<file path="src/debounced_keypad_with_shift_router_macros.svh">
// Assertion macros shared by the keypad router RTL.
`ifndef DEBOUNCED_KEYPAD_WITH_SHIFT_ROUTER_MACROS_SVH
`define DEBOUNCED_KEYPAD_WITH_SHIFT_ROUTER_MACROS_SVH

// same-cycle implication
`define DKS_ASSERT_NOW(label, clk, rst_n, ante, cons, msg) \
	label: assert property (@(posedge clk) disable iff (!rst_n) (ante) |-> (cons)) \
		else $error(msg);

// next-cycle implication
`define DKS_ASSERT_NEXT(label, clk, rst_n, ante, cons, msg) \
	label: assert property (@(posedge clk) disable iff (!rst_n) (ante) |=> (cons)) \
		else $error(msg);

`endif

</file>
<file path="src/dks_pkg.sv">
// Shared types and constants of the debounced keypad router.
package dks_pkg;

	localparam int ROWS  = 4;
	localparam int COLS  = 4;
	localparam int NKEYS = ROWS * COLS;
	localparam int KW    = $clog2(NKEYS);

	localparam logic [7:0]  DEBOUNCE_RESET   = 8'd5;
	localparam logic [15:0] SHIFT_HOLD_RESET = 16'd400;

	localparam logic [1:0] CFG_DEBOUNCE   = 2'd0;
	localparam logic [1:0] CFG_SHIFT_HOLD = 2'd1;

	localparam logic [3:0] EV_STATUS  = 4'd0;
	localparam logic [3:0] EV_CLICK   = 4'd1;
	localparam logic [3:0] EV_STEP    = 4'd2;
	localparam logic [3:0] EV_NOTE    = 4'd3;
	localparam logic [3:0] EV_PLAY    = 4'd4;
	localparam logic [3:0] EV_UIPAGE  = 4'd5;
	localparam logic [3:0] EV_TRACK   = 4'd6;
	localparam logic [3:0] EV_MUTE    = 4'd7;
	localparam logic [3:0] EV_FIELD   = 4'd8;
	localparam logic [3:0] EV_PAGESET = 4'd9;

	localparam logic [1:0] PAGE_STEP = 2'd0;
	localparam logic [1:0] PAGE_NOTE = 2'd1;
	localparam logic [1:0] PAGE_CTRL = 2'd2;

	localparam logic [KW-1:0] KEY_PAGE_STEP = KW'(3);
	localparam logic [KW-1:0] KEY_PAGE_NOTE = KW'(7);
	localparam logic [KW-1:0] KEY_PAGE_CTRL = KW'(11);
	localparam logic [KW-1:0] KEY_PLAY      = KW'(0);
	localparam logic [KW-1:0] KEY_UIPAGE    = KW'(1);
	localparam logic [KW-1:0] KEY_TRACK     = KW'(2);
	localparam logic [KW-1:0] KEY_MUTE      = KW'(4);
	localparam logic [KW-1:0] KEY_FIELD     = KW'(5);

	typedef enum logic [1:0] {
		ST_IDLE,
		ST_UPD,
		ST_SCAN,
		ST_STAT
	} state_t;

	typedef struct packed {
		logic          load;
		logic          upd;
		logic          scan;
		logic          stat;
		logic [KW-1:0] idx;
	} cmd_t;

	typedef struct packed {
		logic out_free;
	} sts_t;

endpackage

</file>
<file path="src/dks_ctrl.sv">
// Sequencer: tick load, switch/key update, key scan, status.
module dks_ctrl (
	input  logic            clk,
	input  logic            arst_n,
	input  logic            in_valid,
	output logic            in_stall,
	input  dks_pkg::sts_t   sts,
	output dks_pkg::cmd_t   cmd
);

	dks_pkg::state_t             state_q, state_n;
	logic [dks_pkg::KW-1:0]      idx_q, idx_n;

	always_ff @(posedge clk or negedge arst_n) begin
		if (!arst_n) begin
			state_q <= dks_pkg::ST_IDLE;
			idx_q   <= '0;
		end else begin
			state_q <= state_n;
			idx_q   <= idx_n;
		end
	end

	always_comb begin
		state_n  = state_q;
		idx_n    = idx_q;
		cmd      = '0;
		cmd.idx  = idx_q;
		in_stall = (state_q != dks_pkg::ST_IDLE);
		unique case (state_q)
			dks_pkg::ST_IDLE: begin
				if (in_valid) begin
					cmd.load = 1'b1;
					state_n  = dks_pkg::ST_UPD;
				end
			end
			dks_pkg::ST_UPD: begin
				if (sts.out_free) begin
					cmd.upd = 1'b1;
					idx_n   = '0;
					state_n = dks_pkg::ST_SCAN;
				end
			end
			dks_pkg::ST_SCAN: begin
				if (sts.out_free) begin
					cmd.scan = 1'b1;
					if (idx_q == dks_pkg::KW'(dks_pkg::NKEYS - 1)) begin
						state_n = dks_pkg::ST_STAT;
					end else begin
						idx_n = idx_q + 1'b1;
					end
				end
			end
			dks_pkg::ST_STAT: begin
				if (sts.out_free) begin
					cmd.stat = 1'b1;
					state_n  = dks_pkg::ST_IDLE;
				end
			end
			default: state_n = dks_pkg::ST_IDLE;
		endcase
	end

endmodule

</file>
<file path="src/dks_dp.sv">
// Datapath: debounce state, shift and page registers, event routing, result register.
module dks_dp (
	input  logic                      clk,
	input  logic                      arst_n,
	input  dks_pkg::cmd_t             cmd,
	output dks_pkg::sts_t             sts,
	input  logic                      cfg_we,
	input  logic [1:0]                cfg_index,
	input  logic [15:0]               cfg_data,
	input  logic                      switch_released,
	input  logic [dks_pkg::NKEYS-1:0] keys_pressed,
	output logic                      out_valid,
	input  logic                      out_stall,
	output logic [3:0]                event_code,
	output logic [3:0]                key_index,
	output logic                      shift_held,
	output logic [1:0]                keypad_page,
	output logic                      last
);

	localparam int N = dks_pkg::NKEYS;

	logic [7:0]   debounce_q;
	logic [15:0]  shift_hold_q;

	logic         raw_sw_q;
	logic [N-1:0] raw_keys_q;

	logic         sw_stable_q, sw_last_q;
	logic [7:0]   sw_quiet_q;
	logic [15:0]  press_time_q;
	logic         shift_q;
	logic [1:0]   page_q;
	logic [N-1:0] key_stable_q, key_last_q, edge_q;
	logic [7:0]   key_quiet_q [N];

	logic         out_valid_q;

	// switch update
	logic         sw_last_n, sw_stable_n, shift_n, click, sw_acc;
	logic [7:0]   sw_quiet_n;
	logic [15:0]  press_time_n;

	// key update
	logic [N-1:0] key_stable_n, key_last_n, edge_n;
	logic [7:0]   key_quiet_n [N];

	// routing
	logic         route_emit;
	logic [3:0]   route_code;
	logic [3:0]   route_key;
	logic [1:0]   route_page;
	logic         edge_hit;

	// emission
	logic         emit;
	logic [3:0]   ev_code, ev_key;
	logic         ev_shift, ev_last;
	logic [1:0]   ev_page;

	assign sts.out_free = !out_valid_q || !out_stall;

	always_ff @(posedge clk or negedge arst_n) begin
		if (!arst_n) begin
			debounce_q   <= dks_pkg::DEBOUNCE_RESET;
			shift_hold_q <= dks_pkg::SHIFT_HOLD_RESET;
		end else if (cfg_we) begin
			if (cfg_index == dks_pkg::CFG_DEBOUNCE) begin
				debounce_q <= cfg_data[7:0];
			end else if (cfg_index == dks_pkg::CFG_SHIFT_HOLD) begin
				shift_hold_q <= cfg_data;
			end
		end
	end

	always_ff @(posedge clk) begin
		if (cmd.load) begin
			raw_sw_q   <= switch_released;
			raw_keys_q <= keys_pressed;
		end
	end

	always_comb begin
		press_time_n = (press_time_q == 16'hFFFF) ? press_time_q : press_time_q + 16'd1;
		if (raw_sw_q != sw_last_q) begin
			sw_last_n  = raw_sw_q;
			sw_quiet_n = 8'd0;
		end else begin
			sw_last_n  = sw_last_q;
			sw_quiet_n = (sw_quiet_q == 8'hFF) ? sw_quiet_q : sw_quiet_q + 8'd1;
		end
		sw_acc      = (sw_quiet_n >= debounce_q) && (raw_sw_q != sw_stable_q);
		sw_stable_n = sw_acc ? raw_sw_q : sw_stable_q;
		shift_n     = shift_q;
		click       = 1'b0;
		if (sw_acc) begin
			shift_n = 1'b0;
			if (!raw_sw_q) begin
				press_time_n = 16'd0;
			end else begin
				click = !shift_q;
			end
		end
		if (!sw_stable_n && !shift_n && (press_time_n >= shift_hold_q)) begin
			shift_n = 1'b1;
		end
	end

	always_comb begin
		for (int k = 0; k < N; k++) begin
			if (raw_keys_q[k] != key_last_q[k]) begin
				key_last_n[k]  = raw_keys_q[k];
				key_quiet_n[k] = 8'd0;
			end else begin
				key_last_n[k]  = key_last_q[k];
				key_quiet_n[k] = (key_quiet_q[k] == 8'hFF) ? key_quiet_q[k]
					: key_quiet_q[k] + 8'd1;
			end
			if ((key_quiet_n[k] >= debounce_q) && (raw_keys_q[k] != key_stable_q[k])) begin
				key_stable_n[k] = raw_keys_q[k];
				edge_n[k]       = raw_keys_q[k];
			end else begin
				key_stable_n[k] = key_stable_q[k];
				edge_n[k]       = 1'b0;
			end
		end
	end

	assign edge_hit = edge_q[cmd.idx];

	always_comb begin
		route_emit = 1'b0;
		route_code = dks_pkg::EV_STATUS;
		route_key  = 4'd0;
		route_page = page_q;
		if (shift_q) begin
			route_code = dks_pkg::EV_PAGESET;
			if (cmd.idx == dks_pkg::KEY_PAGE_STEP) begin
				route_emit = 1'b1;
				route_page = dks_pkg::PAGE_STEP;
			end else if (cmd.idx == dks_pkg::KEY_PAGE_NOTE) begin
				route_emit = 1'b1;
				route_page = dks_pkg::PAGE_NOTE;
			end else if (cmd.idx == dks_pkg::KEY_PAGE_CTRL) begin
				route_emit = 1'b1;
				route_page = dks_pkg::PAGE_CTRL;
			end
		end else begin
			unique case (page_q)
				dks_pkg::PAGE_STEP: begin
					route_emit = 1'b1;
					route_code = dks_pkg::EV_STEP;
					route_key  = 4'(cmd.idx);
				end
				dks_pkg::PAGE_NOTE: begin
					route_emit = 1'b1;
					route_code = dks_pkg::EV_NOTE;
					route_key  = 4'(cmd.idx);
				end
				dks_pkg::PAGE_CTRL: begin
					route_emit = 1'b1;
					unique case (cmd.idx)
						dks_pkg::KEY_PLAY:   route_code = dks_pkg::EV_PLAY;
						dks_pkg::KEY_UIPAGE: route_code = dks_pkg::EV_UIPAGE;
						dks_pkg::KEY_TRACK:  route_code = dks_pkg::EV_TRACK;
						dks_pkg::KEY_MUTE:   route_code = dks_pkg::EV_MUTE;
						dks_pkg::KEY_FIELD:  route_code = dks_pkg::EV_FIELD;
						default:             route_emit = 1'b0;
					endcase
				end
				default: route_emit = 1'b0;
			endcase
		end
	end

	always_comb begin
		emit     = 1'b0;
		ev_code  = dks_pkg::EV_STATUS;
		ev_key   = 4'd0;
		ev_shift = shift_q;
		ev_page  = page_q;
		ev_last  = 1'b0;
		priority if (cmd.upd) begin
			emit     = click;
			ev_code  = dks_pkg::EV_CLICK;
			ev_shift = shift_n;
		end else if (cmd.scan) begin
			emit    = edge_hit && route_emit;
			ev_code = route_code;
			ev_key  = route_key;
			ev_page = route_page;
		end else if (cmd.stat) begin
			emit    = 1'b1;
			ev_last = 1'b1;
		end else begin
			emit    = 1'b0;
		end
	end

	always_ff @(posedge clk or negedge arst_n) begin
		if (!arst_n) begin
			sw_stable_q  <= 1'b1;
			sw_last_q    <= 1'b1;
			sw_quiet_q   <= 8'd0;
			press_time_q <= 16'd0;
			shift_q      <= 1'b0;
			page_q       <= dks_pkg::PAGE_STEP;
			key_stable_q <= '0;
			key_last_q   <= '0;
			edge_q       <= '0;
			for (int k = 0; k < N; k++) begin
				key_quiet_q[k] <= 8'd0;
			end
		end else begin
			if (cmd.upd) begin
				sw_stable_q  <= sw_stable_n;
				sw_last_q    <= sw_last_n;
				sw_quiet_q   <= sw_quiet_n;
				press_time_q <= press_time_n;
				shift_q      <= shift_n;
				key_stable_q <= key_stable_n;
				key_last_q   <= key_last_n;
				edge_q       <= edge_n;
				for (int k = 0; k < N; k++) begin
					key_quiet_q[k] <= key_quiet_n[k];
				end
			end
			if (cmd.scan && edge_hit && route_emit) begin
				page_q <= route_page;
			end
		end
	end

	always_ff @(posedge clk or negedge arst_n) begin
		if (!arst_n) begin
			out_valid_q <= 1'b0;
		end else if (emit) begin
			out_valid_q <= 1'b1;
		end else if (!out_stall) begin
			out_valid_q <= 1'b0;
		end
	end

	always_ff @(posedge clk) begin
		if (emit) begin
			event_code  <= ev_code;
			key_index   <= ev_key;
			shift_held  <= ev_shift;
			keypad_page <= ev_page;
			last        <= ev_last;
		end
	end

	assign out_valid = out_valid_q;

endmodule

</file>
<file path="src/debounced_keypad_with_shift_router.sv">
// Top level of the debounced keypad scanner with shift router.
//
// Input channel: in_valid/in_stall carry one millisecond tick (switch_released,
// keys_pressed). A tick is taken while the block is idle; in_stall stays high
// from the cycle after acceptance until the tick's status result is loaded.
// Output channel: out_valid/out_stall carry the events of the tick (optional
// click, one event per routed key press, in key order) and then a status
// request with last set. Results leave through one output register.
// Sequence: the tick is loaded, then the switch/key update (which may emit the
// click), then the key scan in key order (which emits the routed key events),
// then the status request. The serial key scan sets the rate. While out_stall
// holds the output register full, the sequencer waits in place and loses nothing.
// Config: cfg_valid/cfg_ready write register cfg_index (0 debounce time,
// 1 shift hold time) with cfg_data; cfg_ready is always high, writes to other
// indexes are ignored. Writes are expected only while idle.
// Reset (arst_n low) returns all debounce state, shift, page and the config
// registers to their defaults and empties the output register.
`include "debounced_keypad_with_shift_router_macros.svh"

module debounced_keypad_with_shift_router (
	input  logic                      clk,
	input  logic                      arst_n,
	input  logic                      in_valid,
	output logic                      in_stall,
	input  logic                      switch_released,
	input  logic [dks_pkg::NKEYS-1:0] keys_pressed,
	output logic                      out_valid,
	input  logic                      out_stall,
	output logic [3:0]                event_code,
	output logic [3:0]                key_index,
	output logic                      shift_held,
	output logic [1:0]                keypad_page,
	output logic                      last,
	input  logic                      cfg_valid,
	output logic                      cfg_ready,
	input  logic [1:0]                cfg_index,
	input  logic [15:0]               cfg_data
);

	dks_pkg::cmd_t cmd;
	dks_pkg::sts_t sts;

	assign cfg_ready = 1'b1;

	dks_ctrl u_ctrl (
		.clk      (clk),
		.arst_n   (arst_n),
		.in_valid (in_valid),
		.in_stall (in_stall),
		.sts      (sts),
		.cmd      (cmd)
	);

	dks_dp u_dp (
		.clk             (clk),
		.arst_n          (arst_n),
		.cmd             (cmd),
		.sts             (sts),
		.cfg_we          (cfg_valid && cfg_ready),
		.cfg_index       (cfg_index),
		.cfg_data        (cfg_data),
		.switch_released (switch_released),
		.keys_pressed    (keys_pressed),
		.out_valid       (out_valid),
		.out_stall       (out_stall),
		.event_code      (event_code),
		.key_index       (key_index),
		.shift_held      (shift_held),
		.keypad_page     (keypad_page),
		.last            (last)
	);

	`DKS_ASSERT_NEXT(a_busy_after_accept, clk, arst_n, in_valid && !in_stall, in_stall, "tick accepted but block not busy")
	`DKS_ASSERT_NOW(a_last_is_status, clk, arst_n, out_valid && last, event_code == dks_pkg::EV_STATUS, "last result is not a status request")
	`DKS_ASSERT_NOW(a_event_before_status, clk, arst_n, out_valid && !last, in_stall, "event pending while block idle")
	`DKS_ASSERT_NOW(a_page_range, clk, arst_n, out_valid, keypad_page != 2'd3, "invalid keypad page")

endmodule
</file>
<file path="config.mk">
export PLATFORM = sky130hd
export DESIGN_NAME = debounced_keypad_with_shift_router
export DESIGN_NICKNAME = d
export VERILOG_FILES = /design/src/dks_pkg.sv /design/src/dks_ctrl.sv /design/src/dks_dp.sv /design/src/debounced_keypad_with_shift_router.sv
export VERILOG_INCLUDE_DIRS = /design/src /design/src/src
export SDC_FILE = /design/constraint.sdc
export NUM_CORES = 1
export LEC_CHECK = 0
export BUFFER_PORTS_ARGS = -buffer_cell sky130_fd_sc_hd__buf_2
export CAP_MARGIN = 10
export CORE_UTILIZATION = 55
export DETAILED_ROUTE_END_ITERATION = 10
export PLACE_DENSITY_LB_ADDON = 0.12
export SLEW_MARGIN = 25
export SYNTH_ARGS = -nofsm -noshare
export SYNTH_HDL_FRONTEND = slang
export SYNTH_SLANG_ARGS = --single-unit
</file>
<file path="constraint.sdc">
create_clock -name clk -period 4.8 [get_ports clk]
set_input_delay 0.24 -clock clk [delete_from_list [all_inputs] [get_ports clk]]
set_output_delay 0.24 -clock clk [all_outputs]
set_load 0.1 [all_outputs]
</file>
==> impl_summary.txt, run 1 <==
----------------------------------------------------
[Timing]
  Clock Skew ... 0.01231 ns
  Max Fclk ... 0.2263 GHz
  Fin Setup TNS ... 0 ns
  Final critical delay including setup and external delays ... between 4 and 5 ns
  Tcrit/Tclk final ... 92.06%
  Slew Viols, Final ... 0
  Minimum hold slack ... about 0.13 ns
  Final critical-path setup slack ... 0.3811 ns
  Rel. slew slack ... 32.89%
  Transition time at the pin with the least slew margin ... ~1 ns
  Total setup violations reported at the end of the flow ... 0
  Setup repair after global routing missed its margin ... false
  Hold Fails Final Rpt ... 0

[Min path]
  Hold wc startpoint ... in_valid
  Endpoint of the worst hold-timing path ... u_ctrl.state_q[1]
  Number of cells on the worst hold path ... 3
  Worst Hold Class ... in2reg

[Worst setup path]
  Delay of the slowest cell on the worst path ... 0.40 ns
  Reg2Reg Depth ... 20
  Minimum setup slack among reg-to-reg paths ... roughly 0.38 ns
  Crit Path Category ... reg2reg
  Cell repeated most along the worst path ... ha_1
  Destination of the worst register-to-register timing path ... u_dp.shift_held
  Cell-by-cell listing of the critical path ... ha_1 -> nand2_1 -> nor3_2 -> nor2b_2 -> and3_1 -> xnor2_1 -> nor2_1 -> ha_1 -> a21oi_1 -> o21ai_0 -> a21o_1 -> and2_0 -> nor3_1 -> ha_1 -> a211oi_1 -> o21ai_0 -> a21oi_1 -> o21ai_1 -> a221oi_1 -> nor2_1
  Kind of cell with the highest combined delay on the critical path ... compound AO/OA/AOI/OAI gates
  Data required time of the critical path ... 5.07 ns
  Sort of element at the start of the critical path ... flop
  Data arrival, critical path ... 4.69 ns
  Master of the slowest instance on the critical path ... dfrtp_1
  Endpoint type of the worst setup path ... flop
  Launch instance of the worst register-to-register path ... u_dp.sw_quiet_q[0]
  WP buf/inv ... 0
  Maximum net fanout on the critical path ... 4

[Final layout]
  ANT cells ... 0
  Count of placed standard cells in the final layout, fillers left out ... 2,549
  Fin util ... roughly 63%
  Fillers ... between 2k and 3k
  Final layout net count ... 2,301
  Share of final-layout standard cells stronger than drive strength 1 ... a little over a tenth
  Layout overhead on the synthesized area ... 12.43%

[Yosys]
  Number of enable-type register cells in the synthesized netlist ... 29
  Most instantiated library cell after synthesis ... nand2_1
  Yosys warning total ... 0
  Cell count after synthesis ... roughly 2.0k
  Synthesized area divided by synthesized cell count ... about 9 µm²
  Post-Syn Area ... 0.01824 mm²
  Cell type contributing the most total cell area after synthesis ... dfrtp_1
  Share of synthesized registers carrying an async set or reset ... between 80 and 90%
  Count of distinct cell types in the synthesized netlist ... between 60 and 70
  Ranking of synthesized cells by area ... dfrtp_1, ha_1, nand2_1
  Top_reg_cell synth ... dfrtp_1
  Synth Net Count ... 2,235
  Sequential-to-total area share from yosys stat ... between 30 and 40%
  Top cell type's share of synthesized area ... 31.41%
  Number of synthesized register bits ... 265
  Synth top cells by count ... nand2_1, dfrtp_1, nor2_1, ha_1, o21ai_0

[Outcome]
  Run status ... finished clean

[Global routing]
  Grt ovf ... 0
  Initial antenna violation count ... 0
  Number of global-route vias before repair ... 14.56k
  Tot GR Track Use ... 25.94%
  Pin count of the biggest net entering global routing ... 118
  Wire length of the first global-routing pass ... about 70 mm

[Power and ir drop]
  Worst ir drop on vdd ... around 0.34 mV
  Static leakage power ... 0.009325 µW
  Total power density per cell area ... 473.0 mW/mm²

[Clocking]
  Clk sinks ... 265
  Worst skew pair latency ... about 0.53 ns
  Number of buffers between clock root and the deepest sink ... 3
  Clock tree root buffer cell ... clkbuf_16
  TritonCTS clock tree ... built
  Total CTS buffers ... 34
  Clock slew seen by the registers of the worst setup and hold paths ... around 0.050 ns
  Number of H-tree branching levels ... 2

[Floorplanning]
  Initial standard-cell utilization of the core ... between 50% and 60%
  Boundary pin count ... between 50 and 60
  Core Area ... about 0.033 mm²
  Site row count ... between 60 and 70
  Vertical extent of the die ... around 180 µm
  Die Footprint ... between 0.03 and 0.04 mm²
  Die width ... 184.1 µm

[Run]
  Max capacitance violation total ... 0

[Placement]
  Inst Count DP ... between 2k and 2.5k
  Number of buffer cells added on primary ports ... between 50 and 60
  Pre-CTS setup slack ... 0.2732 ns
  Estimated wirelength of the detail-placed design ... approximately 28 mm
  Placer Congestion ... 0.8444

[Route]
  Number of design-rule violations left by the first detailed-router iteration ... 842
  Detail Route Antenna Nets ... 0
  Post-DR wirelength/cell ... between 15 and 20 µm
  Total number of vias ... approximately 15k
  Mean number of vias per cell ... 5.929
  Remaining routing DRC violations ... 0
  Detailed Routing Iterations Pass 1 ... 8
  Routed wire length ... approximately 43 mm

----------------------------------------------------
power breakdown:
group	leakage [µW]	total (µW)	internal, µW	switching [µW]
Clock	0.000590	2720	1690	1020
Sequential	0.00333	3150	2690	462
Combinational	0.00540	3830	1360	2470
timing repair:
item | 4_1_cts | 5_1_grt
hold buffers | 34 | 0
resized for setup | 0 | 3
hold endpoints to repair | 148 | 0
endpoints found under the setup margin | 0 | 2
buffers inserted | 0 | 1
routing by layer:
| layer | wire, µm | track usage, % | part of all wire [%] | vias to the layer above |
|---|---|---|---|---|
| li1 | - | - | - | 7462 |
| met1 | 19490 | 34.50 | 45 | 7255 |
| met2 | 20390 | 43.59 | 48 | 315 |
| met3 | 2013 | 3.833 | 4.7 | 81 |
| met4 | 941 | 7.967 | 2.2 | 0 |
| met5 | 0 | 0 | 0 | - |
area by class of cell:
type / count / area [µm²] / share of cell area, %
repair buffers: 109 / 809.5 / 3.947
clock buffers: 55 / 1114 / 5.429
inverters: 46 / 172.7 / 0.8418
flip-flops and latches: 265 / 6785 / 33.08
multi-input cells: 1626 / 10990 / 53.58
clock inverters: 6 / 86.33 / 0.4209
well taps: 442 / 553.0 / 2.696
logic make-up after synthesis:
family / Yosys count / share of synthesized area (%)
XOR/XNOR: 95 / 4.561
flip-flops: 265 / 37.19
AND/OR/NAND/NOR: 828 / 22.29
other: 1 / 0.02055
AO/OA/AOI/OAI: 425 / 14.81
adder cells (fa/ha/maj): 179 / 12.28
multiplexers: 98 / 6.097
buffers and inverters: 125 / 2.757
layout by cell type, fill, tap and decap left out, types with 7 or more instances in the layout:
cell type and count:
and3_1 28, nand2_1 269, inv_1 46, a211oi_1 8, nor4b_1 16, nor3_1 44, nor2b_1 32, a22o_1 16
mux2i_1 41, dfstp_2 7, nor2_1 195, edfxtp_1 29, and4_1 11, o21a_1 22, o31ai_1 45, ha_1 179
clkbuf_16 37, mux2_2 53, a21o_1 39, dlygate4sd3_1 34, buf_4 19, a21oi_1 62, a221oi_1 17, nor3b_1 9
nand2b_1 37, dfrtp_1 229, a31oi_1 25, xor2_1 45, nor4_1 7, xnor2_1 47, nand4_1 40, o21ai_0 155
nand4b_1 15, clkbuf_8 12, buf_2 52, nand3b_1 7, nand3_1 82
state kept, by name (all words and copies together) (netlist names):
name and cells:
u_ctrl.idx_q 4, u_ctrl.state_q 2, u_dp.debounce_q 8, u_dp.edge_q 16, u_dp.event_code 4, u_dp.key_index 4, u_dp.key_last_q 16, u_dp.key_quiet_q 128
u_dp.key_stable_q 16, u_dp.keypad_page 2, u_dp.last 1, u_dp.out_valid 1, u_dp.page_q 2, u_dp.press_time_q 16, u_dp.raw_keys_q 16, u_dp.raw_sw_q 1
u_dp.shift_held 1, u_dp.shift_hold_q 16, u_dp.shift_q 1, u_dp.sw_last_q 1, u_dp.sw_quiet_q 8, u_dp.sw_stable_q 1
per-stage QoR:
step	power (µW)	instance area, µm²
floorplan	6005	18240
global placement	6833	18930
detailed placement	6980	18930
CTS	9750	20470
global route	10410	20510
finish	9702	20510
tightest hold or removal path: cells and delay by family:
| kind | cells | cell delay (ns) |
|---|---|---|
| AOI/OAI and AO/OA | 2 | 0.29 |
| buffers and inverters | 1 | 0.09 |
how the worst max path moves through the flow:
stage / end / from / slack [ns] / cells past startpoint
floorplan: u_dp.shift_held / u_dp.sw_quiet_q[0] / 0.49 / 22
global placement: u_dp.shift_held / u_dp.sw_quiet_q[0] / 0.39 / 21
detailed placement: u_dp.shift_held / u_dp.sw_quiet_q[0] / 0.27 / 21
CTS: u_dp.shift_held / u_dp.sw_quiet_q[0] / 0.25 / 21
global route: u_dp.shift_held / u_dp.sw_quiet_q[0] / 0.03 / 21
finish: u_dp.shift_held / u_dp.sw_quiet_q[0] / 0.38 / 20
(Power assumes the default switching activity.)
==> inputs of run 2 (changes only) <==
--- a/config.mk
+++ b/config.mk
@@ -8,7 +8,9 @@
 export LEC_CHECK = 0
 export BUFFER_PORTS_ARGS = -buffer_cell sky130_fd_sc_hd__buf_2
 export CAP_MARGIN = 10
-export CORE_UTILIZATION = 55
+export CELL_PAD_IN_SITES_DETAIL_PLACEMENT = 0
+export CELL_PAD_IN_SITES_GLOBAL_PLACEMENT = 1
+export CORE_UTILIZATION = 50
 export DETAILED_ROUTE_END_ITERATION = 10
 export PLACE_DENSITY_LB_ADDON = 0.12
 export SLEW_MARGIN = 25
==> run 2 against run 1 <==
The run now ends with DRC left. Final area about the same. Register-to-register slack got worse by 0.03 ns. Largest power group unchanged. Die area rose by 9.9%. Clock power is 2% lower. Largest cell class unchanged. Sequential share of layout area about the same. Highest routed layer unchanged. Global-route usage is 1.8 points lower. Hold slack got worse by 0.11 ns.
==> impl_summary.txt, run 2 (synthesis results as in run 1) <==
----------------------------------------------------
[Outcome]
  Run status ... finished, violations left
  Violated checks ... DRC

[Power and ir drop]
  Total power density per cell area ... approximately 470 mW/mm²
  Worst ir drop on vdd ... around 0.38 mV
  Static leakage power ... 0.009320 µW

[Final layout]
  Commonest non-fill, non-tap cells in the layout ... nand2_1, dfrtp_1, nor2_1
  Reg with most FFs ... u_dp.key_quiet_q
  Share of final-layout standard cells stronger than drive strength 1 ... about a tenth
  Most frequent standard cell in the layout excluding fill and tap cells ... nand2_1
  Final layout net count ... around 2.3k
  Layout overhead on the synthesized area ... 12.50%
  ANT cells ... 0
  Count of placed standard cells in the final layout, fillers left out ... around 2.6k
  Number of flip-flops under the largest register name ... around 130

[Global routing]
  Initial antenna violation count ... 0
  Wire length of the first global-routing pass ... 72.39 mm
  Pin count of the biggest net entering global routing ... 107
  Number of global-route vias before repair ... 14.21k
  Grt ovf ... 0
  Tot GR Track Use ... between 20 and 25%

[Placement]
  Inst Count DP ... roughly 2.5k
  Placer Congestion ... 0.8145
  Number of buffer cells added on primary ports ... 53
  Estimated wirelength of the detail-placed design ... ~28 mm

[Timing]
  Fin Setup TNS ... 0 ns
  Clock Skew ... roughly 0.015 ns
  Setup repair after global routing missed its margin ... false
  Rel. slew slack ... a little under a third
  Final critical delay including setup and external delays ... between 4 and 5 ns
  Max Fclk ... ~0.22 GHz
  Total setup violations reported at the end of the flow ... 0
  Slew Viols, Final ... 0
  Tcrit/Tclk final ... between 90 and 100%
  Transition time at the pin with the least slew margin ... 1.035 ns
  Hold Fails Final Rpt ... 0

[Clocking]
  Number of H-tree branching levels ... 2
  Total CTS buffers ... 34
  Clk sinks ... ~270
  Number of buffers between clock root and the deepest sink ... 3
  TritonCTS clock tree ... built
  Worst skew pair latency ... ~0.53 ns
  Clock tree root buffer cell ... clkbuf_16
  Clock slew seen by the registers of the worst setup and hold paths ... around 0.060 ns

[Worst setup path]
  Data required time of the critical path ... 5.07 ns
  Data arrival, critical path ... approximately 4.7 ns
  Reg2Reg Depth ... 21
  Endpoint type of the worst setup path ... flop
  Sort of element at the start of the critical path ... flop
  Maximum net fanout on the critical path ... 11
  Launch instance of the worst register-to-register path ... u_dp.sw_quiet_q[0]
  Crit Path Category ... reg2reg
  Destination of the worst register-to-register timing path ... u_dp.shift_held
  Minimum setup slack among reg-to-reg paths ... approximately 0.35 ns

[Route]
  Remaining routing DRC violations ... 4
  Routed wire length ... between 40 and 50 mm
  Post-DR wirelength/cell ... between 15 and 20 µm
  Detailed Routing Iterations Pass 1 ... 8
  Mean number of vias per cell ... about 5.8
  Total number of vias ... ~15k
  Detail Route Antenna Nets ... 0
  Number of design-rule violations left by the first detailed-router iteration ... between 800 and 900

[Min path]
  Hold wc startpoint ... cfg_data[0]
  Number of cells on the worst hold path ... 2
  Endpoint of the worst hold-timing path ... u_dp.shift_hold_q[0]
  Worst Hold Class ... in2reg

[Floorplanning]
  Core Area ... approximately 0.036 mm²
  Die Footprint ... approximately 0.037 mm²
  Vertical extent of the die ... just under 200 µm
  Die width ... 193.0 µm
  Initial standard-cell utilization of the core ... 51.04%
  Boundary pin count ... 55
  Site row count ... between 60 and 70

[Run]
  Max capacitance violation total ... 0

----------------------------------------------------
==> run 2: where the power goes <==
part	internal, µW	total (µW)	switching [µW]	leakage [µW]
Clock	1640	2660	1020	0.000575
Sequential	2690	3160	465	0.00333
Combinational	1390	3880	2500	0.00541
==> run 2: layout make-up <==
cell class | count | area (µm²)
Fill cell | 3244 | 15220
Multi-Input combinational cell | 1626 | 11000
Sequential cell | 265 | 6785
Clock buffer | 51 | 1069
Timing Repair Buffer | 108 | 820.8
Tap cell | 461 | 576.8
Inverter | 46 | 172.7
Clock inverter | 10 | 98.84
==> run 2: what timing repair did <==
item | CTS | global route
buffers inserted | 0 | 1
hold buffers | 33 | 0
resized for setup | 0 | 4
endpoints found under the hold margin | 125 | 0
endpoints found under the setup margin | 0 | 2
==> run 2: worst max path at each step <==
stage                                  start               to  slack, ns
after global routing      u_dp.sw_quiet_q[1]  u_dp.shift_held      0.008
final                     u_dp.sw_quiet_q[0]  u_dp.shift_held       0.35
after global placement    u_dp.sw_quiet_q[0]  u_dp.shift_held       0.30
after floorplan           u_dp.sw_quiet_q[0]  u_dp.shift_held       0.49
after detailed placement  u_dp.sw_quiet_q[0]  u_dp.shift_held       0.23
after CTS                 u_dp.sw_quiet_q[0]  u_dp.shift_held       0.20
==> run 2: metal layers <==
| metal | track usage, % | vias up | part of all wire, % |
|---|---|---|---|
| li1 | - | 7460 | - |
| met3 | 3.403 | 59 | 3.6 |
| met1 | 33.54 | 7085 | 48 |
| met5 | 0 | - | 0 |
| met2 | 39.36 | 215 | 46 |
| met4 | 6.490 | 0 | 2.0 |
==> run 2: per-stage QoR <==
stage | setup slack (ns) | total power, µW | util (%) | cell area [µm²] | hold slack (ns)
after floorplan | 0.4905 | 6005 | - | 18240 | -0.05559
after global placement | 0.3005 | 6934 | 53.11 | 18980 | 0.3323
after detailed placement | 0.2303 | 7046 | 53.11 | 18980 | 0.3355
after CTS | 0.1976 | 9782 | 57.30 | 20480 | 0.01000
after global routing | 0.007613 | 10440 | 57.42 | 20520 | 0.03134
final | 0.3527 | 9700 | 57.42 | 20520 | 0.02415
==> run 2: critical path: stages, from the launching register on <==
cell and delay, ns:
dfrtp_1 0.41, ha_1 0.24, nand2_1 0.14, nor3_2 0.08
nor2b_2 0.20, and3_1 0.23, xnor2_1 0.13, nor2_1 0.06
ha_1 0.33, nand2_1 0.06, nor3_1 0.24, a21o_1 0.28
and2_0 0.25, buf_4 0.20, nor2_1 0.07, ha_1 0.29
a21oi_1 0.16, nor2_1 0.06, a211oi_1 0.20, o21ai_1 0.19
a221oi_2 0.29, nor2_1 0.08
==> inputs of run 3 (changes only) <==
--- a/config.mk
+++ b/config.mk
@@ -13,6 +13,7 @@
 export CORE_UTILIZATION = 50
 export DETAILED_ROUTE_END_ITERATION = 10
 export PLACE_DENSITY_LB_ADDON = 0.12
+export RECOVER_POWER = 50
 export SLEW_MARGIN = 25
 export SYNTH_ARGS = -nofsm -noshare
 export SYNTH_HDL_FRONTEND = slang
==> run 3 against run 2 <==
Sequential cell count unchanged. Global-route usage unchanged. Core utilization decreased by 0.21 points. Routed wire length about the same. Count of clock-buffer cells in the layout unchanged. The flow finishes with violations (DRC, capacitance limit, slew limit). Sequential power about the same. Power decreased by 0.25%. Critical path depth unchanged. Die area unchanged. Maximum frequency decreased by 0.13%. Clock skew decreased by 0.00056 ns. Final cell count unchanged. Critical path type unchanged. Largest cell class unchanged. Critical endpoint unchanged.
==> impl_summary.txt, run 3 (synthesis results as in run 1) <==
----------------------------------------------------
[Outcome]
  Run status ... finished, violations left
  Violated checks ... DRC, capacitance limit, slew limit

[Power and ir drop]
  Share of total power in combinational logic ... around two fifths
  Fraction of power consumed by the clock network ... approximately 28%
  Internal power summed over all cells ... around 5700 µW
  Switching fraction of total power ... between 40% and 50%
  Power, Total ... between 9000 and 10,000 µW
  Total power density per cell area ... around 470 mW/mm²
  Switching power summed over all nets ... 3976 µW
  Sequential share of power ... between 30% and 40%
  Worst ir drop on vdd ... 0.3749 mV
  Static leakage power ... roughly 0.0092 µW

[Clocking]
  Clk sinks ... approximately 270
  Clock slew seen by the registers of the worst setup and hold paths ... about 0.060 ns
  TritonCTS clock tree ... built
  Number of H-tree branching levels ... 2
  Clock tree root buffer cell ... clkbuf_16
  Worst skew pair latency ... around 0.53 ns
  Number of buffers between clock root and the deepest sink ... 3
  Total CTS buffers ... 34

[Placement]
  Placer Congestion ... between 0.8 and 0.9
  Estimated wirelength of the detail-placed design ... approximately 28 mm
  Number of buffer cells added on primary ports ... 53
  Total cell area at the placement stage ... 0.01898 mm²

[Floorplanning]
  Site row count ... just under 70
  Vertical extent of the die ... around 190 µm
  Core Area ... 0.03574 mm²
  Die width ... between 150 and 200 µm
  Die Footprint ... around 0.037 mm²
  Boundary pin count ... 55
  Initial standard-cell utilization of the core ... roughly 51%

[Worst setup path]
  Crit Path Category ... reg2reg
  Endpoint type of the worst setup path ... flop
  Cell-by-cell listing of the critical path ... ha_1 -> nand2_1 -> nor3_2 -> nor2b_2 -> and3_1 -> xnor2_1 -> nor2_1 -> ha_1 -> nand2_1 -> nor3_1 -> a21o_1 -> and2_0 -> buf_4 -> nor2_1 -> ha_1 -> a21oi_1 -> nor2_1 -> a211oi_1 -> o21ai_1 -> a221oi_2 -> nor2_1
  Data arrival, critical path ... between 4 and 5 ns
  Data required time of the critical path ... slightly above 5 ns
  Delay of the slowest cell on the worst path ... slightly above 0.4 ns
  Cell repeated most along the worst path ... nor2_1
  WP buf/inv ... 1
  Maximum net fanout on the critical path ... 11
  Destination of the worst register-to-register timing path ... u_dp.shift_held
  Kind of cell with the highest combined delay on the critical path ... simple AND/OR/NAND/NOR gates
  Master of the slowest instance on the critical path ... dfrtp_1
  Sort of element at the start of the critical path ... flop
  Number of gates on the worst path with buffers counted ... 21
  Reg2Reg Depth ... 21
  Minimum setup slack among reg-to-reg paths ... 0.35 ns
  Launch instance of the worst register-to-register path ... u_dp.sw_quiet_q[0]

[Global routing]
  Number of global-route vias before repair ... around 14k
  Tot GR Track Use ... between 20 and 25%
  Pin count of the biggest net entering global routing ... between 100 and 150
  Grt ovf ... 0
  Initial antenna violation count ... 0
  Wire length of the first global-routing pass ... 72.39 mm

[Timing]
  Tcrit/Tclk final ... 92.78%
  Clock Skew ... between 0.01 and 0.015 ns
  Rel. slew slack ... -65.78%
  Setup repair after global routing missed its margin ... false
  Transition time at the pin with the least slew margin ... ~2.5 ns
  Final critical delay including setup and external delays ... about 4.5 ns
  Total setup violations reported at the end of the flow ... 0
  Fin Setup TNS ... 0 ns
  Hold Fails Final Rpt ... 0
  Max Fclk ... ~0.22 GHz
  Slew Viols, Final ... about 240

[Min path]
  Worst Hold Class ... in2reg
  Hold wc startpoint ... cfg_data[0]
  Endpoint of the worst hold-timing path ... u_dp.shift_hold_q[0]
  Number of cells on the worst hold path ... 2

[Route]
  Routed wire length ... roughly 44 mm
  Detailed Routing Iterations Pass 1 ... 10
  Mean number of vias per cell ... 5.767
  Detailed-routed wire length on met3 ... about 1.7 mm
  Detailed route wirelength on metal2 ... about 20 mm
  Total number of vias ... ~15k
  Remaining routing DRC violations ... 4
  Top routing layer used ... met4
  M1 wire length ... about 21 mm
  Detail Route Antenna Nets ... 0
  Post-DR wirelength/cell ... between 15 and 20 µm
  Number of design-rule violations left by the first detailed-router iteration ... approximately 740

[Run]
  Max capacitance violation total ... 9

[Final layout]
  Commonest non-fill, non-tap cells in the layout ... nand2_1, dfrtp_1, nor2_1
  Final layout net count ... 2,300
  Share of final-layout standard cells stronger than drive strength 1 ... roughly 9%
  Layout overhead on the synthesized area ... 12.08%
  Reg with most FFs ... u_dp.key_quiet_q
  Non-Filler Cell Area, Final ... between 0.02 and 0.025 mm²
  ANT cells ... 0
  Number of flip-flops under the largest register name ... 128
  Fillers ... 3,265
  Most frequent standard cell in the layout excluding fill and tap cells ... nand2_1

----------------------------------------------------
==> run 3: cell count changes in the layout (fill, tap and decap cells not counted), moves of 3 or more <==
cell and change:
buf_4 -9, clkbuf_1 +24, clkbuf_2 +3, buf_2 -18
==> run 3: worst max-delay path by stage <==
stage                  startpoint              end
6_report       u_dp.sw_quiet_q[0]  u_dp.shift_held
5_1_grt        u_dp.sw_quiet_q[1]  u_dp.shift_held
4_1_cts        u_dp.sw_quiet_q[0]  u_dp.shift_held
3_5_place_dp   u_dp.sw_quiet_q[0]  u_dp.shift_held
3_3_place_gp   u_dp.sw_quiet_q[0]  u_dp.shift_held
2_1_floorplan  u_dp.sw_quiet_q[0]  u_dp.shift_held
==> run 3: timing repair <==
item | 4_1_cts | 5_1_grt
setup buffers | 0 | 1
gates resized for setup | 0 | 4
hold buffers | 33 | 0
endpoints found under the setup margin | 0 | 2
endpoints found under the hold margin | 125 | 0
==> run 3: power by group through the flow <==
stage                     Combinational, µW  Clock (µW)  Sequential, µW
after floorplan                        2790           0            3220
after global placement                 3770           0            3170
after detailed placement               3870           0            3180
after CTS                              3910        2720            3140
after global routing                   4380        2810            3230
final                                  3850        2660            3160
==> run 3: final cells by class <==
type	instances	area (µm²)	area share, %
well taps	461	576.8	2.821
clock inverters	10	98.84	0.4834
multi-input cells	1626	11000	53.80
flip-flops and latches	265	6785	33.18
inverters	46	172.7	0.8444
repair buffers	108	744.5	3.641
clock buffers	51	1069	5.225
==> run 3: through the flow <==
stage / std cells / util [%] / hold slack, ns / setup slack, ns
2_1_floorplan: 2016 / - / -0.05559 / 0.4905
3_3_place_gp: 2472 / 53.11 / 0.3323 / 0.3005
3_5_place_dp: 2472 / 53.11 / 0.3355 / 0.2303
4_1_cts: 2566 / 57.30 / 0.01000 / 0.1976
5_1_grt: 2567 / 57.21 / 0.03134 / 0.007613
6_report: 2567 / 57.21 / 0.02197 / 0.3468
==> run 3: per-layer routing <==
metal / vias to the layer above / track usage [%]
met5: - / 0
met4: 0 / 6.490
met3: 62 / 3.403
met2: 203 / 39.36
met1: 7072 / 33.54
li1: 7467 / -
